File: src/rtl/tlrc_pkg.sv
// Shared types, constants and the CRC step for the telegram receive checker.
package tlrc_pkg;

   localparam logic [15:0] CRC_POLY       = 16'h8005;
   localparam logic [7:0]  START_BYTE     = 8'h02;
   localparam logic [7:0]  ADDR_BYTE      = 8'h80;
   localparam logic [16:0] FRAME_OVERHEAD = 17'd6;
   localparam logic [16:0] MIN_MAX_LEN    = 17'd7;
   localparam logic [16:0] MAX_LEN_RESET  = 17'd1024;

   // Status codes
   localparam logic [2:0] STATUS_OK        = 3'd0;
   localparam logic [2:0] STATUS_BAD_START = 3'd1;
   localparam logic [2:0] STATUS_BAD_ADDR  = 3'd2;
   localparam logic [2:0] STATUS_TOO_LONG  = 3'd3;
   localparam logic [2:0] STATUS_CRC_ERR   = 3'd4;

   // Header byte positions
   localparam logic [1:0] HDR_START  = 2'd0;
   localparam logic [1:0] HDR_ADDR   = 2'd1;
   localparam logic [1:0] HDR_LEN_LO = 2'd2;

   typedef enum logic [1:0] {
      PH_HEADER = 2'b01,
      PH_BODY   = 2'b10
   } phase_type;

   typedef struct packed {
      logic [7:0]  data_byte;
      logic        data_valid;
      logic        frame_done;
      logic [2:0]  status;
      logic [16:0] frame_length;
   } result_type;

   // One byte step: shift with feedback, then mix in previous and current byte.
   function automatic logic [15:0] crc_step(input logic [15:0] crc,
                                            input logic [7:0] prev_byte,
                                            input logic [7:0] cur_byte);
      logic [15:0] shifted;
      shifted = {crc[14:0], 1'b0};
      if (crc[15]) begin
         shifted = shifted ^ CRC_POLY;
      end
      return shifted ^ {prev_byte, cur_byte};
   endfunction

endpackage

File: src/rtl/tlrc_core.sv
// Frame state and per-item decode: header checks, data forwarding, CRC.
module tlrc_core
   import tlrc_pkg::*;
(
   input  logic        clock,
   input  logic        reset,
   input  logic        accept,
   input  logic [7:0]  rx_byte,
   input  logic [16:0] max_frame_len,
   output result_type  result
);

   phase_type   phase_ff, phase_in;
   logic [16:0] byte_count_ff, byte_count_in;
   logic [16:0] total_length_ff, total_length_in;
   logic [15:0] crc_ff, crc_in;
   logic [7:0]  prev_byte_ff, prev_byte_in;
   logic [1:0]  hdr_flags_ff, hdr_flags_in;
   logic [7:0]  len_lo_ff, len_lo_in;
   logic [7:0]  crc_lo_ff, crc_lo_in;

   logic [16:0] hdr_len;
   logic [17:0] count_plus2;
   logic [15:0] crc_fed;
   logic        restart;

   assign hdr_len     = FRAME_OVERHEAD + {9'd0, len_lo_ff} + {1'b0, rx_byte, 8'd0};
   assign count_plus2 = {1'b0, byte_count_ff} + 18'd2;
   assign crc_fed     = crc_step(crc_ff, prev_byte_ff, rx_byte);

   // Next state and result for the incoming item
   always_comb begin
      phase_in        = phase_ff;
      byte_count_in   = byte_count_ff;
      total_length_in = total_length_ff;
      crc_in          = crc_ff;
      prev_byte_in    = prev_byte_ff;
      hdr_flags_in    = hdr_flags_ff;
      len_lo_in       = len_lo_ff;
      crc_lo_in       = crc_lo_ff;
      restart         = 1'b0;
      result          = '0;

      case (phase_ff)
         PH_HEADER: begin
            crc_in       = crc_fed;
            prev_byte_in = rx_byte;
            case (byte_count_ff[1:0])
               HDR_START: begin
                  if (rx_byte != START_BYTE) hdr_flags_in[0] = 1'b1;
                  byte_count_in = 17'd1;
               end
               HDR_ADDR: begin
                  if (rx_byte != ADDR_BYTE) hdr_flags_in[1] = 1'b1;
                  byte_count_in = 17'd2;
               end
               HDR_LEN_LO: begin
                  len_lo_in     = rx_byte;
                  byte_count_in = 17'd3;
               end
               default: begin
                  result.frame_length = hdr_len;
                  if (hdr_flags_ff[0]) begin
                     result.frame_done = 1'b1;
                     result.status     = STATUS_BAD_START;
                  end else if (hdr_flags_ff[1]) begin
                     result.frame_done = 1'b1;
                     result.status     = STATUS_BAD_ADDR;
                  end else if (max_frame_len < MIN_MAX_LEN || hdr_len > max_frame_len) begin
                     result.frame_done = 1'b1;
                     result.status     = STATUS_TOO_LONG;
                  end
                  if (result.frame_done) begin
                     restart = 1'b1;
                  end else begin
                     phase_in        = PH_BODY;
                     total_length_in = hdr_len;
                     byte_count_in   = 17'd4;
                  end
               end
            endcase
         end
         PH_BODY: begin
            result.frame_length = total_length_ff;
            if (count_plus2 < {1'b0, total_length_ff}) begin
               // answer or data byte
               result.data_byte  = rx_byte;
               result.data_valid = 1'b1;
               crc_in            = crc_fed;
               prev_byte_in      = rx_byte;
               byte_count_in     = byte_count_ff + 17'd1;
            end else if (count_plus2 == {1'b0, total_length_ff}) begin
               crc_lo_in     = rx_byte;
               byte_count_in = byte_count_ff + 17'd1;
            end else begin
               // last byte: compare received CRC pair
               result.frame_done = 1'b1;
               result.status     = ({rx_byte, crc_lo_ff} == crc_ff) ? STATUS_OK
                                                                    : STATUS_CRC_ERR;
               restart           = 1'b1;
            end
         end
         default: begin
            restart = 1'b1;
         end
      endcase

      if (restart) begin
         phase_in        = PH_HEADER;
         byte_count_in   = '0;
         total_length_in = '0;
         crc_in          = '0;
         prev_byte_in    = '0;
         hdr_flags_in    = '0;
         len_lo_in       = '0;
         crc_lo_in       = '0;
      end
   end

   // State registers, updated only on an accepted item
   always_ff @(posedge clock) begin
      if (reset) begin
         phase_ff        <= PH_HEADER;
         byte_count_ff   <= '0;
         total_length_ff <= '0;
         crc_ff          <= '0;
         prev_byte_ff    <= '0;
         hdr_flags_ff    <= '0;
         len_lo_ff       <= '0;
         crc_lo_ff       <= '0;
      end else if (accept) begin
         phase_ff        <= phase_in;
         byte_count_ff   <= byte_count_in;
         total_length_ff <= total_length_in;
         crc_ff          <= crc_in;
         prev_byte_ff    <= prev_byte_in;
         hdr_flags_ff    <= hdr_flags_in;
         len_lo_ff       <= len_lo_in;
         crc_lo_ff       <= crc_lo_in;
      end
   end

endmodule

File: config.mk
export PLATFORM = sky130hd
export DESIGN_NAME = tlrc_core
export DESIGN_NICKNAME = d
export VERILOG_FILES = /design/src/rtl/tlrc_pkg.sv /design/src/rtl/tlrc_core.sv
export SDC_FILE = /design/constraint.sdc
export NUM_CORES = 1
export LEC_CHECK = 0
export BUFFER_PORTS_ARGS = -buffer_cell sky130_fd_sc_hd__buf_2
export CAP_MARGIN = 20
export CORE_MARGIN = 8
export CORE_UTILIZATION = 54
export DETAILED_ROUTE_END_ITERATION = 8
export GPL_ROUTABILITY_DRIVEN = 0
export HOLD_SLACK_MARGIN = 0.02
export PLACE_DENSITY = 0.73
export REMOVE_ABC_BUFFERS = 1
export SETUP_SLACK_MARGIN = 0.5
export SLEW_MARGIN = 10
export SYNTH_ARGS = -nofsm -noshare
export SYNTH_HDL_FRONTEND = slang
export SYNTH_SLANG_ARGS = --single-unit
export TNS_END_PERCENT = 30
File: constraint.sdc
create_clock -name clock -period 5 [get_ports clock]
set_clock_uncertainty 0.05 [all_clocks]
set_input_delay 1 -clock clock [delete_from_list [all_inputs] [get_ports clock]]
set_output_delay 1 -clock clock [all_outputs]
set_load 0.05 [all_outputs]
==> impl_metrics.json, run 1 <==
{
  "outcome": "finished, final reports clean",
  "antenna_found_initial": 0,
  "fin_crit_ns": 4.701,
  "grt_use_met3": 0.05222,
  "drt_wl_total_um": 15700,
  "setup_viol": 0,
  "cp.required_ns": 3.95,
  "drt-wirelength-per-cell_um": 17.48,
  "dieArea_mm2": 0.01361,
  "cp_slowest_cell": "or2_4",
  "cts_sinks": 78,
  "drc": 0,
  "use_met1": 0.2755,
  "ios": 58,
  "holdCritPathClass": "reg2reg",
  "die_h_um": 116.7,
  "synthCells": 700,
  "period_share": 0.9402,
  "mostFrequentLayoutCells": "dfxtp_1, inv_1, nand2_1",
  "layout.nets": 830,
  "end_kind": "primary output",
  "ys_seq_elements": 78,
  "nFillCells": 877,
  "worstSkewPairLatency_ns": 0.36,
  "seq_area_mm2": 0.001572,
  "antennaDiodeCount": 0,
  "reg2reg_slack_ns": 0.80,
  "crit_family": "simple AND/OR/NAND/NOR gates",
  "leakage_nw": 2.677,
  "worstMarginPinSlew_ns": 0.9108,
  "cts.hold.buffers_added": 0,
  "cts_made_buffers": 9,
  "crit_type": "in2out",
  "avgSynthCellArea_um2": 7.816,
  "grt_overflow": 0,
  "yosysWarnings": 0,
  "area_growth_pct": 18.98,
  "synth-edff-count": 0,
  "floorplan.initialDensity": 0.5572,
  "cts_tree": "done",
  "ir_drop_mv": 0.1453,
  "rsz0062_at_grt": "true",
  "layout_commonest_cell": "dfxtp_1",
  "root_buffer": "clkbuf_8",
  "drt_first_pass_iters": 7,
  "cp.arrival_ns": 3.65,
  "fin_total_pwr_w": 0.001463,
  "ant_nets": 0,
  "dp_hpwl_um": 11310,
  "relSlewSlack": 0.3928,
  "timing.setup.tns_ns": 0,
  "multi_input_area_mm2": 0.003685,
  "grt_first_pass_wirelength_um": 25450,
  "grt.busiest_layer": "met2",
  "drt-vias-per-instance": 5.888,
  "drt_iter0_markers": 361,
  "drive_above_1_share": 0.2118,
  "path_buf_inv": 3,
  "ys_seq_area_frac": 0.2854,
  "row_count": 36,
  "path_max_fanout": 3,
  "io_buffers": 57,
  "synth_area_mm2": 0.005471,
  "cts.clk_slew.worst_paths_ns": 0.08,
  "grtUsageMet2": 0.4018,
  "slew_viol_final": 0,
  "via_count": 5287,
  "synthFlopType": "dfxtp_1",
  "coreArea_mm2": 0.009819,
  "critPathMaxStageDelay_ns": 0.31,
  "hold_viol_final": 0,
  "cap_violations": 0,
  "die_x_um": 116.7,
  "synthArstFlopShare": 0,
  "cp-start-kind": "primary input",
  "cts.path.max_buffers": 2,
  "htreeDepth": 3,
  "max_freq_ghz": 0.2127,
  "grt_pass1_vias": 5283,
  "grt_max_degree": 82,
  "crit_chain": "buf_6, nand4_1, or2_4, nor3_4, nand3_2, xor2_2, inv_1, ha_1, nand4_1, nor3_2, a21boi_2, a22oi_4, nand2b_1, a21oi_1, nor2_1, buf_6",
  "track_usage": 0.2359,
  "synth.distinct_cells": 59,
  "powerDensity_mw_per_mm2": 224.7
}
power breakdown:
| group | internal (W) | total (W) | switching, W |
|---|---|---|---|
| clock | 0.000192 | 0.000466 | 0.000274 |
| combinational | 0.000133 | 0.000326 | 0.000192 |
| sequential | 0.000644 | 0.000671 | 0.0000274 |
metrics by stage:
step | setup WS (ns) | util | std cells | cell area, µm² | hold WS [ns]
CTS | 0.4431 | 0.6493 | 895 | 6376 | 0.4199
floorplan | -0.5847 | - | 657 | 5289 | 0.3801
finish | 0.2992 | 0.6630 | 898 | 6510 | 0.4163
global route | 0.1739 | 0.6630 | 898 | 6510 | 0.4521
global placement | 0.02270 | 0.6058 | 873 | 5948 | 0.3934
detailed placement | -0.05496 | 0.6058 | 873 | 5948 | 0.4076
layer usage:
metal	part of all wire	wire length [µm]
met1	0.43	6761
met2	0.47	7339
met3	0.063	989
met4	0.039	606
met5	0	0
cell families (layout without fill, tap and decap cells):
kind of cell,after synthesis,after routing,synth area share
muxes,1,1,0.002058
DFF,78,78,0.2854
adders and majority gates,42,42,0.09604
AOI/OAI and AO/OA,160,160,0.2111
xor gates and xnor gates,60,60,0.09605
buffers and inverters,115,180,0.08278
and+or+nand+nor,244,244,0.2266
worst min-delay path, stage by stage (launching register included):
cell and delay [ns]:
dfxtp_1 0.32, nand2_1 0.05, a21oi_1 0.05
path summary, 6_finish.rpt:
path,start,end,cells after the start
setup reg to reg,len_lo_ff[6],crc_ff[6],16
setup / recovery,rx_byte[0],result[17],16
hold / removal,prev_byte_ff[1],prev_byte_ff[1],2
hold reg to reg,prev_byte_ff[1],prev_byte_ff[1],2
synthesized netlist by cell type, types with 2 or more instances:
| library cell | instances | area, µm² |
|---|---|---|
| a21oi_1 | 48 | 240.2 |
| o21ai_1 | 8 | 40.04 |
| nor2b_1 | 12 | 75.07 |
| nor2_1 | 34 | 127.6 |
| clkbuf_1 | 27 | 101.4 |
| buf_2 | 14 | 70.07 |
| nand3_1 | 42 | 210.2 |
| or2_2 | 2 | 12.51 |
| nand2_1 | 67 | 251.5 |
| and4_1 | 2 | 17.52 |
| dfxtp_1 | 78 | 1562 |
| xor2_1 | 27 | 236.5 |
| nand4_1 | 18 | 112.6 |
| and3_1 | 7 | 43.79 |
| nor3_1 | 13 | 65.06 |
| xnor2_1 | 33 | 289.0 |
| a211oi_1 | 6 | 45.04 |
| inv_1 | 72 | 270.3 |
| or4_1 | 4 | 30.03 |
| o32ai_1 | 26 | 227.7 |
| a41oi_1 | 2 | 17.52 |
| ha_1 | 42 | 525.5 |
| nand4b_1 | 2 | 17.52 |
| nor4_1 | 6 | 37.54 |
| o211ai_1 | 3 | 22.52 |
| o31ai_1 | 3 | 22.52 |
| o21ai_0 | 25 | 125.1 |
| or3_1 | 6 | 37.54 |
| a21o_1 | 5 | 37.54 |
| nand2b_1 | 11 | 68.82 |
| a32o_1 | 8 | 80.08 |
| o21a_1 | 2 | 15.01 |
| a22o_1 | 8 | 70.07 |
| a221oi_2 | 2 | 30.03 |
| a21boi_1 | 2 | 15.01 |
| and2_1 | 10 | 62.56 |
layout make-up:
class	instances	area share
multi-input cells	507	0.5660
inverters	72	0.04151
clock buffers	9	0.01903
well taps	133	0.02556
clock inverters	7	0.009610
flip-flops and latches	78	0.2414
repair buffers	92	0.09687
state kept, by name, indices dropped and copies added, names as in the netlist:
register         cells
byte_count_ff       17
phase_ff             2
hdr_flags_ff         2
len_lo_ff            8
crc_lo_ff            8
total_length_ff     17
prev_byte_ff         8
crc_ff              16
what timing repair did:
item,4_1_cts,5_1_grt
pin swaps,9,3
setup buffers,6,3
gates resized for setup,42,37
setup endpoints to repair,36,36
Power figures use the tool's default switching activity.
==> run 2: changes to the inputs <==
ABC_AREA = 1   (was not set)
CORE_UTILIZATION = 55   (was 54)
PLACE_DENSITY = 0.74   (was 0.73)
==> impl_metrics.json, run 2 <==
{
  "root_buffer": "clkbuf_8",
  "hold_viol_final": 0,
  "max_freq_ghz": 0.2088,
  "grt_pass1_vias": 6037,
  "ir_drop_mv": 0.2049,
  "worstMarginPinSlew_ns": 0.6210,
  "drt_first_pass_iters": 6,
  "multi_input_area_mm2": 0.004064,
  "grt_overflow": 0,
  "dieArea_mm2": 0.01475,
  "ys_seq_elements": 78,
  "cts_tree": "done",
  "drt-vias-per-instance": 5.560,
  "fin_total_pwr_w": 0.002620,
  "drc": 0,
  "synth-edff-count": 0,
  "largest_registers": "byte_count_ff (17), total_length_ff (17), crc_ff (16)",
  "area_growth_pct": 20.56,
  "drt_iter0_markers": 586,
  "synthArstFlopShare": 0,
  "ant_nets": 0,
  "setup_viol": 0,
  "period_share": 0.9579,
  "slew_viol_final": 0,
  "die_x_um": 121.5,
  "htreeDepth": 3,
  "floorplan.initialDensity": 0.5642,
  "path_max_fanout": 3,
  "dpl.cell_count": 1129,
  "cp.arrival_ns": 4.99,
  "yosysTopAreaCell": "dfxtp_1",
  "yosysWarnings": 0,
  "path_buf_inv": 24,
  "io_buffers": 57,
  "row_count": 38,
  "grt_max_degree": 52,
  "layout.nets": 1110,
  "power_frac_comb": 0.466,
  "cts.hold.buffers_added": 0,
  "coreArea_mm2": 0.01084,
  "ys_top_cells_by_count": "nand2_1, nor2_1, inv_1",
  "seq_area_mm2": 0.001572,
  "synth.distinct_cells": 41,
  "leakage_nw": 3.691,
  "track_usage": 0.2580,
  "cap_violations": 0,
  "drt-wirelength-per-cell_um": 16.29,
  "fin_crit_ns": 4.789,
  "powerDensity_mw_per_mm2": 355.3,
  "cp.required_ns": 5.20,
  "antenna_found_initial": 0,
  "intPower_w": 0.001465,
  "placed_area_mm2": 0.006450,
  "die_h_um": 121.5,
  "crit_type": "reg2reg",
  "grt_first_pass_wirelength_um": 30330,
  "synthFlopType": "dfxtp_1",
  "crit_family": "buffers and inverters",
  "nFillCells": 943,
  "cpMostUsedCell": "buf_4",
  "synth_most_common_cell": "nand2_1",
  "dp_hpwl_um": 13200,
  "instances_no_fill": 1185,
  "layout_commonest_cell": "nand2_1",
  "cp_slowest_cell": "dfxtp_2",
  "critPathMaxStageDelay_ns": 0.34,
  "cts.clk_slew.worst_paths_ns": 0.09,
  "drt_wl_total_um": 19300,
  "cts_sinks": 78,
  "end_kind": "register",
  "relSlewSlack": 0.5860,
  "p_switching_w": 0.001155,
  "synth_area_mm2": 0.006116,
  "ios": 58,
  "synthTopCellsByArea": "dfxtp_1, nand2_1, nor2_1, ha_1, inv_1",
  "pwr-share-seq": 0.320,
  "yosysTopAreaCellShare": 0.2553,
  "holdCritPathClass": "reg2reg",
  "mostFrequentLayoutCells": "nand2_1, nor2_1, inv_1",
  "drive_above_1_share": 0.1885,
  "cts_made_buffers": 9,
  "rsz0062_at_grt": "true",
  "cts.path.max_buffers": 2,
  "outcome": "finished, final reports clean",
  "via_count": 6589,
  "cp-start-kind": "register",
  "avgSynthCellArea_um2": 6.357,
  "synthCells": 962,
  "pwr-share-clk": 0.215,
  "worstSkewPairLatency_ns": 0.39,
  "ys_seq_area_frac": 0.2553,
  "swShare": 0.4408,
  "design_area_mm2": 0.007373,
  "antennaDiodeCount": 0
}
run 2: changes by cell type after synthesis, sizes merged, moves of 11 or more:
cell	previous run	this run
nor2	35	153
xnor2	33	13
xor2	27	44
nand2	67	189
nand3	43	93
nand4	18	35
o22ai	1	13
nor2b	12	0
o32ai	26	1
inv	72	146
o21ai	33	15
nand2b	11	0
run 2: power groups by stage:
stage          Combinational, W  Sequential (W)  Clock, W
6_report                0.00122        0.000837  0.000562
5_1_grt                 0.00137        0.000853  0.000593
4_1_cts                 0.00112        0.000831  0.000557
3_5_place_dp            0.00107        0.000843         0
3_3_place_gp            0.00106        0.000841         0
2_1_floorplan          0.000822        0.000814         0
run 2: final timing paths:
check / startpoint / endpoint / slack (ns) / depth (start not counted)
min reg2reg: len_lo_ff[0] / total_length_ff[0] / 0.43 / 2
min: len_lo_ff[0] / total_length_ff[0] / 0.43 / 2
max reg2reg: len_lo_ff[1] / total_length_ff[13] / 0.21 / 34
max: len_lo_ff[1] / total_length_ff[13] / 0.21 / 34
run 2: cell type report:
| type | instances | area share |
|---|---|---|
| tap | 140 | 0.02376 |
| multi-input combinational | 693 | 0.5512 |
| inverter | 151 | 0.07772 |
| clock buffer | 10 | 0.01867 |
| sequential | 78 | 0.2131 |
| clock inverter | 6 | 0.01154 |
| timing repair buffer | 107 | 0.1040 |
run 2: stage by stage:
stage	setup TNS [ns]	setup slack, ns	utilization	hold slack, ns
after floorplan	-0.2230	-0.02787	-	0.4007
after global placement	0	0.3319	0.5950	0.4160
after detailed placement	0	0.3507	0.5950	0.4199
after CTS	0	0.3079	0.6470	0.4353
after global routing	0	0.07981	0.6802	0.4477
final	0	0.2105	0.6802	0.4300
run 2: worst min-delay path, stage by stage (launching register included):
cell	delay, ns
dfxtp_1	0.33
nand2_1	0.06
a21oi_1	0.05
run 2: what timing repair did:
item	4_1_cts	5_1_grt
setup endpoints to repair	50	82
buffers inserted	28	12
pin swaps	16	24
resized for setup	40	66
run 2: cells by family (layout without fill, tap and decap cells):
| group | Yosys count | count (layout) | synth area share |
|---|---|---|---|
| AOI/OAI and AO/OA | 89 | 89 | 0.07897 |
| and+or+nand+nor | 504 | 504 | 0.3707 |
| adders and majority gates | 42 | 42 | 0.08592 |
| buffers and inverters | 191 | 274 | 0.1258 |
| xor gates and xnor gates | 57 | 57 | 0.08163 |
| DFF | 78 | 78 | 0.2553 |
| muxes | 1 | 1 | 0.001637 |
run 2: metal layers:
metal / GRT usage / vias up / share of wire
li1: - / 3236 / -
met1: 0.3164 / 2944 / 0.40
met2: 0.4198 / 342 / 0.46
met3: 0.05119 / 67 / 0.091
met4: 0.1326 / 0 / 0.042
met5: 0 / - / 0
